## src/rtl/uepf_pkg.sv

```systemverilog
// Package for the USB endpoint address finder: payload structs, register
// indexes, configuration struct and descriptor constants.
// No dependencies.
package uepf_pkg;

  localparam int unsigned CFG_INDEX_W = 3;
  localparam int unsigned CFG_DATA_W  = 8;

  localparam logic [7:0] TYPE_INTERFACE = 8'd4;
  localparam logic [7:0] TYPE_ENDPOINT  = 8'd5;
  localparam logic [7:0] MIN_HEADER     = 8'd6;
  localparam logic [1:0] XFER_MASK      = 2'd3;

  typedef enum logic [CFG_INDEX_W-1:0] {
    REG_CONFIG_COUNT     = 3'd0,
    REG_WANTED_CONFIG    = 3'd1,
    REG_WANTED_INTERFACE = 3'd2,
    REG_WANTED_ALTERNATE = 3'd3,
    REG_WANTED_DIRECTION = 3'd4,
    REG_DIRECTION_MASK   = 3'd5,
    REG_WANTED_XFER_TYPE = 3'd6
  } cfg_reg_t;

  typedef struct packed {
    logic [7:0] data_byte;
    logic       last_byte;
  } in_item_t;

  typedef struct packed {
    logic [3:0] pipe_address;
    logic       malformed;
  } out_item_t;

  typedef struct packed {
    logic [7:0] config_count;
    logic [7:0] wanted_config;
    logic [7:0] wanted_interface;
    logic [7:0] wanted_alternate;
    logic [7:0] wanted_direction;
    logic [7:0] direction_mask;
    logic [1:0] wanted_transfer_type;
  } cfg_t;

endpackage

```

## src/rtl/usb_endpoint_address_finder.sv

```systemverilog
// Top level of the USB endpoint address finder: configuration registers,
// input handshake and result register. Depends on uepf_pkg, uepf_walker.
//
// Usage:
//  - in channel: one descriptor byte per transaction, last_byte marks the end
//    of a configuration descriptor set.
//  - out channel: one transaction per set, issued for the byte with
//    last_byte set: endpoint number (0 if none) and the malformed flag.
//  - cfg channel: register index and 8-bit data, always ready; write only
//    while no set is in progress. Indexes past the last register are ignored.
// Timing: every byte is processed in the cycle it is accepted, one byte per
// clock while in_ready stays high. The result appears in the output register
// in the cycle after the last byte is accepted.
// Stall: in_ready drops only while a result sits in the output register and
// out_ready is low; a result taken in a cycle frees the register for the
// same cycle's input.
// Reset (rst, synchronous): registers return to their defaults, the walk
// state clears and no result is pending.
module usb_endpoint_address_finder (
  input  logic                                   clk,
  input  logic                                   rst,
  input  logic                                   in_valid,
  output logic                                   in_ready,
  input  uepf_pkg::in_item_t                     in_data,
  output logic                                   out_valid,
  input  logic                                   out_ready,
  output uepf_pkg::out_item_t                    out_data,
  input  logic                                   cfg_valid,
  output logic                                   cfg_ready,
  input  logic [uepf_pkg::CFG_INDEX_W-1:0]       cfg_index,
  input  logic [uepf_pkg::CFG_DATA_W-1:0]        cfg_data
);

  uepf_pkg::cfg_t      cfg;
  uepf_pkg::out_item_t result;
  logic                accept;

  assign cfg_ready = 1'b1;
  assign in_ready  = !out_valid || out_ready;
  assign accept    = in_valid && in_ready;

  always_ff @(posedge clk) begin
    if (rst) begin
      cfg.config_count         <= 8'd1;
      cfg.wanted_config        <= 8'd1;
      cfg.wanted_interface     <= 8'd0;
      cfg.wanted_alternate     <= 8'd0;
      cfg.wanted_direction     <= 8'h80;
      cfg.direction_mask       <= 8'h80;
      cfg.wanted_transfer_type <= 2'd3;
    end else if (cfg_valid && cfg_ready) begin
      case (uepf_pkg::cfg_reg_t'(cfg_index))
        uepf_pkg::REG_CONFIG_COUNT:     cfg.config_count         <= cfg_data;
        uepf_pkg::REG_WANTED_CONFIG:    cfg.wanted_config        <= cfg_data;
        uepf_pkg::REG_WANTED_INTERFACE: cfg.wanted_interface     <= cfg_data;
        uepf_pkg::REG_WANTED_ALTERNATE: cfg.wanted_alternate     <= cfg_data;
        uepf_pkg::REG_WANTED_DIRECTION: cfg.wanted_direction     <= cfg_data;
        uepf_pkg::REG_DIRECTION_MASK:   cfg.direction_mask       <= cfg_data;
        uepf_pkg::REG_WANTED_XFER_TYPE: cfg.wanted_transfer_type <= cfg_data[1:0];
        default: ;
      endcase
    end
  end

  uepf_walker u_walker (
    .clk    (clk),
    .rst    (rst),
    .step   (accept),
    .item   (in_data),
    .cfg    (cfg),
    .result (result)
  );

  always_ff @(posedge clk) begin
    if (rst) begin
      out_valid <= 1'b0;
    end else if (accept && in_data.last_byte) begin
      out_valid <= 1'b1;
    end else if (out_ready) begin
      out_valid <= 1'b0;
    end
  end

  always_ff @(posedge clk) begin
    if (accept && in_data.last_byte) begin
      out_data <= result;
    end
  end

endmodule

```

## src/rtl/uepf_walker.sv

```systemverilog
// Byte walker: block header parsing and descriptor walk, one byte per step.
// Result fields are presented combinationally for the step that ends a set.
// Depends on uepf_pkg.
module uepf_walker (
  input  logic                clk,
  input  logic                rst,
  input  logic                step,
  input  uepf_pkg::in_item_t  item,
  input  uepf_pkg::cfg_t      cfg,
  output uepf_pkg::out_item_t result
);

  logic [15:0] block_offset, block_offset_next;
  logic [15:0] block_length, block_length_next;
  logic [7:0]  desc_offset, desc_offset_next;
  logic [7:0]  desc_length, desc_length_next;
  logic [7:0]  desc_type, desc_type_next;
  logic [7:0]  field_byte, field_byte_next;
  logic [7:0]  current_interface, current_interface_next;
  logic [7:0]  current_alternate, current_alternate_next;
  logic [7:0]  blocks_seen, blocks_seen_next;
  logic        block_matched, block_matched_next;
  logic        walk_halted, walk_halted_next;
  logic [3:0]  found_pipe, found_pipe_next;
  logic        error_flag, error_flag_next;
  logic        walking, walking_next;

  logic [7:0]  b;
  logic [7:0]  span;
  logic [7:0]  len_now;
  logic [15:0] blen_now;
  logic        match_now;
  logic        stop;
  logic [16:0] desc_end;
  logic [16:0] o_inc;
  logic        ep_hit;

  assign b    = item.data_byte;
  assign span = (desc_length < uepf_pkg::MIN_HEADER) ? uepf_pkg::MIN_HEADER : desc_length;

  assign ep_hit = (current_interface == cfg.wanted_interface) &&
                  (current_alternate == cfg.wanted_alternate) &&
                  ((b[1:0] & uepf_pkg::XFER_MASK) == cfg.wanted_transfer_type) &&
                  ((field_byte & cfg.direction_mask) == cfg.wanted_direction) &&
                  (field_byte[3:0] != 4'd0);

  always_comb begin
    block_offset_next      = block_offset;
    block_length_next      = block_length;
    desc_offset_next       = desc_offset;
    desc_length_next       = desc_length;
    desc_type_next         = desc_type;
    field_byte_next        = field_byte;
    current_interface_next = current_interface;
    current_alternate_next = current_alternate;
    blocks_seen_next       = blocks_seen;
    block_matched_next     = block_matched;
    walk_halted_next       = walk_halted;
    found_pipe_next        = found_pipe;
    error_flag_next        = error_flag;
    walking_next           = walking;
    len_now                = desc_length;
    blen_now               = block_length;
    match_now              = block_matched;
    stop                   = 1'b0;
    desc_end               = 17'd0;
    o_inc                  = {1'b0, block_offset} + 17'd1;

    if (!walk_halted) begin
      if (walking) begin
        if (desc_offset == 8'd0) begin
          if (b == 8'd0) begin
            // zero-length descriptor ends the walk
            walk_halted_next = 1'b1;
            stop             = 1'b1;
          end else begin
            desc_length_next = b;
            len_now          = b;
          end
        end else if (desc_offset == 8'd1) begin
          desc_type_next = b;
        end else if (desc_offset == 8'd2) begin
          field_byte_next = b;
        end else if (desc_offset == 8'd3 && desc_length >= 8'd4) begin
          if (desc_type == uepf_pkg::TYPE_INTERFACE) begin
            current_interface_next = field_byte;
            current_alternate_next = b;
          end else if (desc_type == uepf_pkg::TYPE_ENDPOINT && ep_hit) begin
            found_pipe_next  = field_byte[3:0];
            walk_halted_next = 1'b1;
            stop             = 1'b1;
          end
        end
        desc_end = {1'b0, block_offset} + {9'd0, len_now};
        if (!stop) begin
          if (({1'b0, desc_offset} + 9'd1) >= {1'b0, len_now}) begin
            if (desc_end >= {1'b0, block_length}) begin
              walk_halted_next = 1'b1;
            end else begin
              block_offset_next = desc_end[15:0];
              desc_offset_next  = 8'd0;
            end
          end else begin
            desc_offset_next = desc_offset + 8'd1;
          end
        end
      end else begin
        if (block_offset == 16'd0) begin
          if (blocks_seen >= cfg.config_count) begin
            walk_halted_next = 1'b1;
            stop             = 1'b1;
          end else begin
            blocks_seen_next   = blocks_seen + 8'd1;
            block_matched_next = 1'b0;
            match_now          = 1'b0;
            desc_length_next   = b;
          end
        end else if (block_offset == 16'd2) begin
          block_length_next = {8'd0, b};
        end else if (block_offset == 16'd3) begin
          blen_now          = {b, block_length[7:0]};
          block_length_next = blen_now;
          if (blen_now < {8'd0, span}) begin
            error_flag_next  = 1'b1;
            walk_halted_next = 1'b1;
            stop             = 1'b1;
          end
        end else if (block_offset == 16'd5) begin
          match_now          = (b == cfg.wanted_config);
          block_matched_next = match_now;
        end
        if (!stop) begin
          if (block_offset >= 16'd5 && match_now && o_inc == {9'd0, span}) begin
            walking_next      = 1'b1;
            block_offset_next = o_inc[15:0];
            desc_offset_next  = 8'd0;
            desc_length_next  = 8'd0;
          end else if (block_offset >= 16'd5 && !match_now &&
                       o_inc >= {1'b0, block_length}) begin
            // skip to the next block header
            block_offset_next = 16'd0;
          end else begin
            block_offset_next = o_inc[15:0];
          end
        end
      end
    end
  end

  assign result.pipe_address = found_pipe_next;
  assign result.malformed    = error_flag_next;

  always_ff @(posedge clk) begin
    if (rst || (step && item.last_byte)) begin
      block_offset      <= '0;
      block_length      <= '0;
      desc_offset       <= '0;
      desc_length       <= '0;
      desc_type         <= '0;
      field_byte        <= '0;
      current_interface <= '0;
      current_alternate <= '0;
      blocks_seen       <= '0;
      block_matched     <= 1'b0;
      walk_halted       <= 1'b0;
      found_pipe        <= '0;
      error_flag        <= 1'b0;
      walking           <= 1'b0;
    end else if (step) begin
      block_offset      <= block_offset_next;
      block_length      <= block_length_next;
      desc_offset       <= desc_offset_next;
      desc_length       <= desc_length_next;
      desc_type         <= desc_type_next;
      field_byte        <= field_byte_next;
      current_interface <= current_interface_next;
      current_alternate <= current_alternate_next;
      blocks_seen       <= blocks_seen_next;
      block_matched     <= block_matched_next;
      walk_halted       <= walk_halted_next;
      found_pipe        <= found_pipe_next;
      error_flag        <= error_flag_next;
      walking           <= walking_next;
    end
  end

endmodule

```

## config.mk

```make
export PLATFORM = sky130hd
export DESIGN_NAME = usb_endpoint_address_finder
export DESIGN_NICKNAME = d
export VERILOG_FILES = /design/src/rtl/uepf_pkg.sv /design/src/rtl/usb_endpoint_address_finder.sv /design/src/rtl/uepf_walker.sv
export SDC_FILE = /design/constraint.sdc
export NUM_CORES = 1
export LEC_CHECK = 0
export BUFFER_PORTS_ARGS = -buffer_cell sky130_fd_sc_hd__buf_2
export CORE_MARGIN = 3
export CORE_UTILIZATION = 55
export CTS_CLUSTER_DIAMETER = 200
export CTS_CLUSTER_SIZE = 30
export DETAILED_ROUTE_END_ITERATION = 7
export PLACE_DENSITY_LB_ADDON = 0.15
export SLEW_MARGIN = 20
export SYNTH_ARGS = -nofsm -noshare
export SYNTH_HDL_FRONTEND = slang
export SYNTH_SLANG_ARGS = --single-unit
```

## constraint.sdc

```tcl
create_clock -name clk -period 5.4 [get_ports clk]
set_input_delay 0.81 -clock clk [delete_from_list [all_inputs] [get_ports clk]]
set_output_delay 0.81 -clock clk [all_outputs]
set_load 0.005 [all_outputs]
```

==> results of run 1 <==
final cells by class:
| cell class | instances | area share |
|---|---|---|
| sequential | 152 | 0.283 |
| tap | 220 | 0.0252 |
| timing repair buffer | 104 | 0.0653 |
| inverter | 59 | 0.0203 |
| multi-input combinational | 918 | 0.548 |
| clock inverter | 15 | 0.0193 |
| clock buffer | 17 | 0.0389 |
logic make-up (layout without fill, tap and decap cells):
kind of cell / Yosys count / in the layout / synth area share
simple gates: 470 / 470 / 0.234
compound gates: 251 / 251 / 0.167
flops: 152 / 152 / 0.324
buf+inv: 128 / 195 / 0.0528
xor+xnor: 76 / 76 / 0.0740
fa+ha+maj: 75 / 75 / 0.0990
mux: 45 / 45 / 0.0489
other cells: 1 / 1 / 0.000393
per-stage QoR:
step	area [µm²]	worst slack, ns	power [mW]
global route	10900	0.0120	3.15
finish	10900	0.292	3.03
detailed placement	10200	-0.127	1.79
CTS	10900	0.167	3.03
floorplan	9550	0.0430	1.60
global placement	10200	0.0625	1.78
sequential cells by signal, summed over array words and instances (netlist names), 5 cells and up:
signal                      flops
cfg                            50
out_data                        5
u_walker.block_length          16
u_walker.block_offset          16
u_walker.blocks_seen            8
u_walker.current_alternate      8
u_walker.current_interface      8
u_walker.desc_length            8
u_walker.desc_offset            8
u_walker.desc_type              8
u_walker.field_byte             8
worst max-delay path: cells and delay by family (launching register included):
kind                       cells  cell delay (ns)
xor gates and xnor gates       1             0.20
adders and majority gates      3             0.82
DFF                            1             0.32
and+or+nand+nor               11             2.04
muxes                          1             0.27
buffers and inverters          5             0.72
AOI/OAI and AO/OA              4             0.54
placed cells by master (no fill, tap or decap), types with 32 or more instances in the layout:
cell type and instances:
inv_1 59, ha_1 74, xnor2_1 50, a21oi_1 125
nor2_1 98, dfxtp_1 147, buf_4 71, buf_2 32
mux2i_1 32, nand2_1 188, nand3_1 42
layer usage:
metal  vias up  GRT usage
met5         -          0
met4         2      0.117
met3        68     0.0526
met2       326      0.451
met1      4148      0.416
li1       4321          -
power groups by stage:
stage          Clock, mW  Combinational (mW)  Sequential, mW
3_3_place_gp           0               0.572            1.21
2_1_floorplan          0               0.402            1.20
4_1_cts             1.26               0.583            1.19
6_report            1.25               0.597            1.19
3_5_place_dp           0               0.579            1.21
5_1_grt             1.31               0.653            1.19
worst max path at each step:
stage / start / to / slack, ns
after floorplan: in_data[6] / u_walker.block_offset[3]$_SDFFE_PP0P_ / 0.04
after global placement: in_data[6] / u_walker.block_offset[2]$_SDFFE_PP0P_ / 0.06
after detailed placement: in_data[3] / u_walker.block_offset[2]$_SDFFE_PP0P_ / -0.13
after CTS: u_walker.desc_offset[2]$_SDFFE_PP0P_ / u_walker.block_offset[2]$_SDFFE_PP0P_ / 0.17
after global routing: u_walker.desc_offset[2]$_SDFFE_PP0P_ / u_walker.block_offset[1]$_SDFFE_PP0P_ / 0.01
final: u_walker.desc_offset[2]$_SDFFE_PP0P_ / u_walker.block_offset[7]$_SDFFE_PP0P_ / 0.29
timing repair:
item	CTS	global route
setup buffers	0	3
resized for setup	0	7
hold buffers	0	0
setup endpoints to repair	0	24
==> impl_metrics.env, run 1 <==
export IMPL_timing_final_crit_share=0.946
export IMPL_crit_fanout=7
export IMPL_min_path_type="reg2reg"
export IMPL_drv_slew=0
export IMPL_setup_viol=0
export IMPL_area_growth_pct=14.4
export IMPL_required_ns=5.67
export IMPL_synth_distinct_cells=77
export IMPL_drt_vias_per_instance=5.97
export IMPL_multiInputGateArea_um2=5990
export IMPL_start_util=0.570
export IMPL_dr_wl_met3_um=1850
export IMPL_wl_met2_um=12200
export IMPL_max_freq_ghz=0.196
export IMPL_post_drt_wl_per_cell_um=18.5
export IMPL_die_width_um=138
export IMPL_post_synth_top_area_cell="dfxtp_1"
export IMPL_final_setup_tns_ns=0
export IMPL_topRoutingLayerUsed="met5"
export IMPL_cp_arrival_ns=5.37
export IMPL_dieArea_um2=19000
export IMPL_skew_ns=0.0160
export IMPL_rr_worst_depth=25
export IMPL_grt_max_degree=54
export IMPL_h_tree_depth=4
export IMPL_worstHoldPathCells=2
export IMPL_wirelength_met1_um=12400
export IMPL_status="complete, no violations"
export IMPL_placed_cells=1450
export IMPL_finalNonFillerCells=1485
export IMPL_drc=0
export IMPL_ys_top_cells_by_area="dfxtp_1 (31%), ha_1 (9.7%), nand2_1 (7.4%), a21oi_1 (6.6%), xnor2_1 (4.6%)"
export IMPL_internal_power_mw=2.04
export IMPL_first_pass_iters=6
export IMPL_power_density_nw_per_um2=278
export IMPL_synth_top_cell_area_share=0.308
export IMPL_wl_um=27400
export IMPL_fin_nets=1352
export IMPL_synth_area_um2=9550
export IMPL_async_flop_share=0
export IMPL_p_seq_frac=0.392
export IMPL_min_from="cfg[4]$_SDFFE_PP0P_"
export IMPL_vias=8865
export IMPL_rsz0062_at_grt="false"
export IMPL_cts_tree="built"
export IMPL_ys_ff_latch=152
export IMPL_timing_reg2reg_setup_slack_ns=0.29
export IMPL_final_util=0.652
export IMPL_synthTopCellsByCount="nand2_1 (188), dfxtp_1 (147), a21oi_1 (126)"
export IMPL_synth_most_common_cell="nand2_1"
export IMPL_cts_sinks=152
export IMPL_max_cap_viol_count=0
export IMPL_fillers=1486
export IMPL_whs_ns=0.457
export IMPL_cpMostUsedCell="buf_4"
export IMPL_ant_nets=0
export IMPL_seq_area_frac_synth=0.324
export IMPL_antennaDiodeCount=0
export IMPL_grt_ovfl_total=0
export IMPL_critPathKind="reg2reg"
export IMPL_antenna_found_initial=1
export IMPL_crit_path_start_kind="flop"
export IMPL_place_hpwl_um=20000
export IMPL_first_iter_violations=838
export IMPL_period_minus_slack_ns=5.11
export IMPL_reg2reg_from="u_walker.desc_offset[2]$_SDFFE_PP0P_"
export IMPL_ioPinCount=33
export IMPL_core_area_um2=16800
export IMPL_syn_instance_count=1198
export IMPL_synth_edff_count=5
export IMPL_p_switching_mw=0.994
export IMPL_numPortBuffers=31
export IMPL_clkTransAtPathRegs_ns=0.08
export IMPL_clk_latency_ns=0.44
export IMPL_syn_nets=1298
export IMPL_seq_area_um2=3090
export IMPL_max_stage_delay_ns=0.61
export IMPL_yosysWarnings=0
export IMPL_max_slew_margin=0.283
export IMPL_drive_gt1_frac=0.140
export IMPL_die_height_um=138
export IMPL_avgSynthCellArea_um2=7.97
export IMPL_numCtsBuffers=17
export IMPL_p_leak_nw=4.34
export IMPL_crit_slowest_cell="or4_4"
export IMPL_hold_end="cfg[4]$_SDFFE_PP0P_"
export IMPL_clock_path_buffers=2
export IMPL_grt_pass1_wl_um=43700
export IMPL_cts_root_buf="clkbuf_16"
export IMPL_pwr_share_clk=0.412
export IMPL_grt_total_usage=0.296
export IMPL_synth_ff_type="dfxtp_1"
export IMPL_row_count=47
export IMPL_grt_pass1_vias=8236
export IMPL_vdd_ir_drop_max_v=0.000236
export IMPL_place_congestion=0.942
export IMPL_worst_slew_pin_slew_ns=1.07
export IMPL_switching_share=0.328
export IMPL_p_comb_frac=0.197
export IMPL_r2r_end="u_walker.block_offset[7]$_SDFFE_PP0P_"
export IMPL_hold_violations=0
export IMPL_cp_end_kind="flop"
Note: power is estimated with default switching activity, not from simulation.
==> run 2: changes to the inputs <==
Settings changed: SYNTH_HIERARCHICAL set to 1.
Clock period 5.4 ns to 5.9 ns, I/O delays scaled along.
==> run 2 against run 1 <==
Clock skew fell by 0.0049 ns; sequential share of layout area rose by 0.34 points; power fell by 2.6%; via count fell by 4.9%; final cell count fell by 5.8%; core utilization fell by 1.2 points; worst setup slack got worse by 0.053 ns; die area rose by 0.96%; critical endpoint is now u_walker/block_offset[9]$_SDFFE_PP0P_; sequential cell count did not move.
==> impl_metrics.env, run 2 <==
export IMPL_rr_worst_depth=23
export IMPL_largest_reg_flops=50
export IMPL_row_count=47
export IMPL_ys_top_cells_by_area="dfxtp_1 (31%), ha_1 (9.6%), mux2i_1 (7.1%), xnor2_1 (4.0%), nand2b_1 (4.0%)"
export IMPL_setup_viol=0
export IMPL_post_synth_top_area_cell="dfxtp_1"
export IMPL_crit_fanout=22
export IMPL_final_setup_tns_ns=0
export IMPL_fin_nets=1266
export IMPL_post_drt_wl_per_cell_um=18.8
export IMPL_required_ns=6.21
export IMPL_ys_ff_latch=152
export IMPL_yosysWarnings=6
export IMPL_hold_violations=0
export IMPL_critical_path_startpoint="u_walker/desc_offset[3]$_SDFFE_PP0P_"
export IMPL_layout_commonest_cell="dfxtp_1"
export IMPL_drc=0
export IMPL_vdd_ir_drop_max_v=0.000232
export IMPL_max_slew_margin=0.404
export IMPL_vias=8431
export IMPL_timing_final_crit_share=0.959
export IMPL_synth_distinct_cells=80
export IMPL_timing_reg2reg_setup_slack_ns=0.24
export IMPL_worst_slack_ns=0.239
export IMPL_async_flop_share=0
export IMPL_cts_sinks=152
export IMPL_area_growth_pct=11.9
export IMPL_largestRegisters="cfg: 50 flops, u_walker/block_length: 16 flops, u_walker/block_offset: 16 flops"
export IMPL_ant_nets=0
export IMPL_crit_slowest_cell="or4_1"
export IMPL_numCtsBuffers=17
export IMPL_min_from="u_walker/block_length[9]$_SDFFE_PP0P_"
export IMPL_synthTopCellsByCount="dfxtp_1 (147), nand2_1 (99), a21oi_1 (75)"
export IMPL_synth_most_common_cell="dfxtp_1"
export IMPL_synth_area_um2=9650
export IMPL_total_power_mw=2.95
export IMPL_skew_ns=0.0111
export IMPL_p_leak_nw=4.59
export IMPL_min_path_type="reg2reg"
export IMPL_first_iter_violations=764
export IMPL_finalNonFillerCells=1399
export IMPL_place_congestion=0.937
export IMPL_syn_nets=1236
export IMPL_drive_gt1_frac=0.130
export IMPL_core_area_um2=16900
export IMPL_avgSynthCellArea_um2=8.49
export IMPL_placed_cells=1367
export IMPL_max_freq_ghz=0.177
export IMPL_dieArea_um2=19200
export IMPL_antennaDiodeCount=0
export IMPL_worst_path_buf_inv=3
export IMPL_synth_top_cell_area_share=0.305
export IMPL_grt_max_degree=65
export IMPL_grt_pass1_wl_um=42300
export IMPL_cpLargestDelayFamily="simple AND/OR/NAND/NOR gates"
export IMPL_cp_end_kind="flop"
export IMPL_crit_chain="or4_1, nor3_1, buf_4, and3_1, buf_4, mux2_2, ha_1, o21ai_0, o21a_1, nor3_1, nor2_2, nor4_1, xnor2_1, ha_1, o21a_1, o21ai_0, or4_1, o22ai_2, nor3_4, nand4_2, buf_12, a21oi_1, o221a_1"
export IMPL_cp_arrival_ns=5.97
export IMPL_place_ws_ns=-0.310
export IMPL_final_cell_mix="dfxtp_1 (147), nand2_1 (99), a21oi_1 (75), ha_1 (74), nor2_1 (72)"
export IMPL_grt_pass1_vias=8153
export IMPL_max_stage_delay_ns=0.58
export IMPL_first_pass_iters=5
export IMPL_worst_slew_pin_slew_ns=0.888
export IMPL_place_hpwl_um=19700
export IMPL_hold_end="u_walker/block_length[9]$_SDFFE_PP0P_"
export IMPL_synth_ff_type="dfxtp_1"
export IMPL_period_minus_slack_ns=5.66
export IMPL_r2r_end="u_walker/block_offset[9]$_SDFFE_PP0P_"
export IMPL_antenna_found_initial=0
export IMPL_wl_um=26300
export IMPL_regMostFlops="cfg"
export IMPL_cts_setup_buffers=0
export IMPL_max_cap_viol_count=0
export IMPL_seq_area_frac_synth=0.321
export IMPL_status="complete, no violations"
export IMPL_die_height_um=138
export IMPL_h_tree_depth=4
export IMPL_drv_slew=0
export IMPL_worstHoldPathCells=2
export IMPL_crit_path_start_kind="flop"
export IMPL_ioPinCount=33
export IMPL_clk_latency_ns=0.42
export IMPL_grt_total_usage=0.271
export IMPL_reg2reg_from="u_walker/desc_offset[3]$_SDFFE_PP0P_"
export IMPL_grt_ovfl_total=0
export IMPL_drt_vias_per_instance=6.03
export IMPL_die_width_um=138
export IMPL_critPathKind="reg2reg"
export IMPL_cts_tree="built"
export IMPL_numPortBuffers=31
export IMPL_start_util=0.572
export IMPL_syn_instance_count=1136
export IMPL_synth_edff_count=5
export IMPL_power_density_nw_per_um2=274
export IMPL_clkTransAtPathRegs_ns=0.07
export IMPL_postCtsHoldBufs=0
export IMPL_cts_root_buf="clkbuf_16"
export IMPL_clock_path_buffers=2
## run 2: what timing repair did
action / 4_1_cts / 5_1_grt
setup endpoints to repair: 12 / 25
resized for setup: 2 / 9
pin swaps: 0 / 3
## run 2: worst register-to-register path, cell delays in order, from the launching register on
cell and delay [ns]:
dfxtp_1 0.31, or4_1 0.53, nor3_1 0.17, buf_4 0.16, and3_1 0.22, buf_4 0.14
mux2_2 0.34, ha_1 0.30, o21ai_0 0.10, o21a_1 0.21, nor3_1 0.29, nor2_2 0.13
nor4_1 0.38, xnor2_1 0.17, ha_1 0.32, o21a_1 0.11, o21ai_0 0.12, or4_1 0.58
o22ai_2 0.27, nor3_4 0.07, nand4_2 0.15, buf_12 0.18, a21oi_1 0.06, o221a_1 0.25
## run 2: worst max-delay path by stage
stage	end	slack, ns	cells after the start
after CTS	u_walker/block_offset[2]$_SDFFE_PP0P_	0.07	23
after floorplan	u_walker/block_offset[2]$_SDFFE_PP0P_	0.08	25
after detailed placement	u_walker/block_offset[2]$_SDFFE_PP0P_	-0.31	23
after global placement	u_walker/block_offset[2]$_SDFFE_PP0P_	-0.02	23
after global routing	u_walker/block_offset[9]$_SDFFE_PP0P_	-0.01	23
final	u_walker/block_offset[9]$_SDFFE_PP0P_	0.24	23
## run 2: where the power goes
part	internal [mW]	switching (mW)
Clock	0.628	0.490
Combinational	0.274	0.448
Sequential	1.07	0.0477
Total	1.97	0.986
## run 2: final cells by class
| cell class | count | area (µm²) |
|---|---|---|
| clock buffer | 19 | 454 |
| inverter | 62 | 233 |
| tap | 220 | 275 |
| sequential | 152 | 3090 |
| multi-input combinational | 857 | 6090 |
| clock inverter | 13 | 151 |
| fill | 1459 | 6080 |
| timing repair buffer | 76 | 505 |
## run 2: kinds of logic after synthesis
logic type | share of synthesized area
fa+ha+maj | 0.0981
buf+inv | 0.0553
flops | 0.321
simple gates | 0.225
compound gates | 0.153
xor+xnor | 0.0681
other cells | 0.000389
mux | 0.0787
## run 2: per-stage QoR
| step | util | hold WS (ns) | area, µm² |
|---|---|---|---|
| after global placement | 0.600 | 0.442 | 10100 |
| after global routing | 0.640 | 0.474 | 10800 |
| after floorplan | - | 0.432 | 9650 |
| final | 0.640 | 0.455 | 10800 |
| after detailed placement | 0.600 | 0.449 | 10100 |
| after CTS | 0.637 | 0.457 | 10700 |
## run 2: per-layer routing
layer | GRT usage | wire, µm | up-vias | share of wire
met5 | 0 | 0 | - | 0
met4 | 0.115 | 983 | 0 | 0.037
met3 | 0.0449 | 1270 | 64 | 0.048
met2 | 0.465 | 12800 | 277 | 0.49
met1 | 0.336 | 11300 | 3978 | 0.43
li1 | - | - | 4112 | -
==> run 3: changes to the inputs <==
Settings changed: SYNTH_HIERARCHICAL 1 to not set.
==> run 3 against run 2 <==
First-iteration DRC count grew 2.1%; die area down 0.95%; sequential cell count stayed put; non-clock buffer count shrank 2; sequential share of layout area increased by 0.36 points.
==> impl_metrics.env, run 3 (synthesis gave the netlist of run 1 again) <==
export IMPL_setup_viol=0
export IMPL_post_drt_wl_per_cell_um=18.5
export IMPL_antennaDiodeCount=0
export IMPL_rsz0062_at_grt="false"
export IMPL_first_iter_violations=780
export IMPL_antenna_found_initial=0
export IMPL_max_cap_viol_count=0
export IMPL_ant_nets=0
export IMPL_die_width_um=138
export IMPL_period_minus_slack_ns=5.37
export IMPL_grtUsageMet2=0.448
export IMPL_crit_chain="nor4_1, buf_4, and3_1, and2_1, nor2_1, a21oi_1, inv_1, ha_1, or3_1, a211oi_1, nor2_1, buf_4, nand3_1, xnor2_1, ha_1, a21oi_1, o21ai_0, o21ai_0, buf_4, nand3_1, or4_4, o21ai_1, a21oi_1"
export IMPL_regMostFlops="cfg"
export IMPL_drv_slew=0
export IMPL_drive_gt1_frac=0.115
export IMPL_start_util=0.570
export IMPL_placed_cells=1423
export IMPL_grtUsageMet3=0.0650
export IMPL_ioPinCount=33
export IMPL_grt_pass1_vias=8039
export IMPL_max_freq_ghz=0.186
export IMPL_place_ws_ns=0.386
export IMPL_worst_slack_ns=0.531
export IMPL_largestRegisters="cfg: 50 flops, u_walker.block_length: 16 flops, u_walker.block_offset: 16 flops"
export IMPL_first_pass_iters=5
export IMPL_h_tree_depth=4
export IMPL_cts_sinks=152
export IMPL_top_usage_layer="met2"
export IMPL_place_congestion=0.967
export IMPL_fin_nets=1322
export IMPL_timing_final_crit_share=0.910
export IMPL_cpLargestDelayFamily="simple AND/OR/NAND/NOR gates"
export IMPL_core_area_um2=16800
export IMPL_cts_tree="built"
export IMPL_layout_commonest_cell="nand2_1"
export IMPL_area_growth_pct=11.7
export IMPL_worst_slew_pin_slew_ns=1.14
export IMPL_skew_ns=0.0122
export IMPL_vdd_ir_drop_max_v=0.000222
export IMPL_max_stage_delay_ns=0.65
export IMPL_power_density_nw_per_um2=256
export IMPL_min_path_type="reg2reg"
export IMPL_clkTransAtPathRegs_ns=0.08
export IMPL_vias=8677
export IMPL_grt_pass1_wl_um=42800
export IMPL_row_count=47
export IMPL_grt_ovfl_total=0
export IMPL_drt_vias_per_instance=5.96
export IMPL_crit_path_start_kind="flop"
export IMPL_status="complete, no violations"
export IMPL_cp_end_kind="flop"
export IMPL_grt_total_usage=0.291
export IMPL_cts_resized=0
export IMPL_numPortBuffers=31
export IMPL_crit_fanout=11
export IMPL_clock_path_buffers=2
export IMPL_numCtsBuffers=17
export IMPL_cp_arrival_ns=5.68
export IMPL_total_power_mw=2.73
export IMPL_cts_root_buf="clkbuf_16"
export IMPL_place_hpwl_um=19400
export IMPL_fillers=1478
export IMPL_final_setup_tns_ns=0
export IMPL_grt_max_degree=54
export IMPL_final_util=0.636
export IMPL_postCtsHoldBufs=0
export IMPL_dieArea_um2=19000
export IMPL_crit_slowest_cell="or4_4"
export IMPL_max_slew_margin=0.240
export IMPL_critPathKind="reg2reg"
export IMPL_wl_um=26900
export IMPL_largest_reg_flops=50
export IMPL_clk_latency_ns=0.45
export IMPL_worst_path_buf_inv=4
export IMPL_die_height_um=138
export IMPL_grtUsageMet1=0.406
export IMPL_hold_violations=0
export IMPL_cts_setup_buffers=0
export IMPL_finalNonFillerCells=1455
export IMPL_drc=0
export IMPL_required_ns=6.21
export IMPL_final_cell_mix="nand2_1 (188), dfxtp_1 (147), a21oi_1 (126), nor2_1 (98), ha_1 (74)"
export IMPL_p_leak_nw=4.19
-- run 3: cell types whose count changed in the layout (fill, tap and decap cells not counted), sizes merged, moves of 7 or more --
cell | before | now
a22o | 8 | 1
nand2 | 99 | 188
nand2b | 61 | 9
nor2 | 73 | 98
nor3 | 18 | 27
or3 | 13 | 5
a21oi | 76 | 126
mux2i | 68 | 32
o21ai | 45 | 28
xor2 | 31 | 23
-- run 3: layout make-up --
class | count | area [µm²] | share of cell area
multi-input cells | 918 | 5970 | 0.560
well taps | 220 | 275 | 0.0258
clock inverters | 14 | 173 | 0.0162
clock buffers | 18 | 439 | 0.0412
flip-flops and latches | 152 | 3090 | 0.290
repair buffers | 74 | 490 | 0.0460
inverters | 59 | 221 | 0.0208
-- run 3: metal layers --
layer / wire length [µm] / up-vias / part of all wire
li1: - / 4258 / -
met1: 12500 / 4131 / 0.46
met2: 12200 / 247 / 0.45
met3: 1590 / 41 / 0.059
met4: 622 / 0 / 0.023
met5: 0 / - / 0
-- run 3: worst min-delay path, cell delays in order (launching register included) --
cell and delay [ns]:
dfxtp_1 0.31, nand2_1 0.05, a21oi_1 0.05
-- run 3: where the power goes --
| group | total [mW] | switching, mW | internal (mW) |
|---|---|---|---|
| combinational | 0.524 | 0.315 | 0.209 |
| clock | 1.12 | 0.535 | 0.587 |
| sequential | 1.09 | 0.0336 | 1.05 |
| total | 2.73 | 0.884 | 1.85 |
-- run 3: metrics by stage --
step / hold WS [ns] / instance area [µm²]
CTS: 0.460 / 10700
detailed placement: 0.449 / 10000
global placement: 0.443 / 10000
finish: 0.457 / 10700
global route: 0.480 / 10700
floorplan: 0.436 / 9550
-- run 3: final timing paths --
check                                                              to  cells past startpoint  slack [ns]                                 start
worst max-delay path            u_walker.block_offset[2]$_SDFFE_PP0P_                     23        0.53  u_walker.desc_offset[2]$_SDFFE_PP0P_
worst min-delay path                              cfg[4]$_SDFFE_PP0P_                      2        0.46                   cfg[4]$_SDFFE_PP0P_
worst max register to register  u_walker.block_offset[2]$_SDFFE_PP0P_                     23        0.53  u_walker.desc_offset[2]$_SDFFE_PP0P_
worst min register to register                    cfg[4]$_SDFFE_PP0P_                      2        0.46                   cfg[4]$_SDFFE_PP0P_
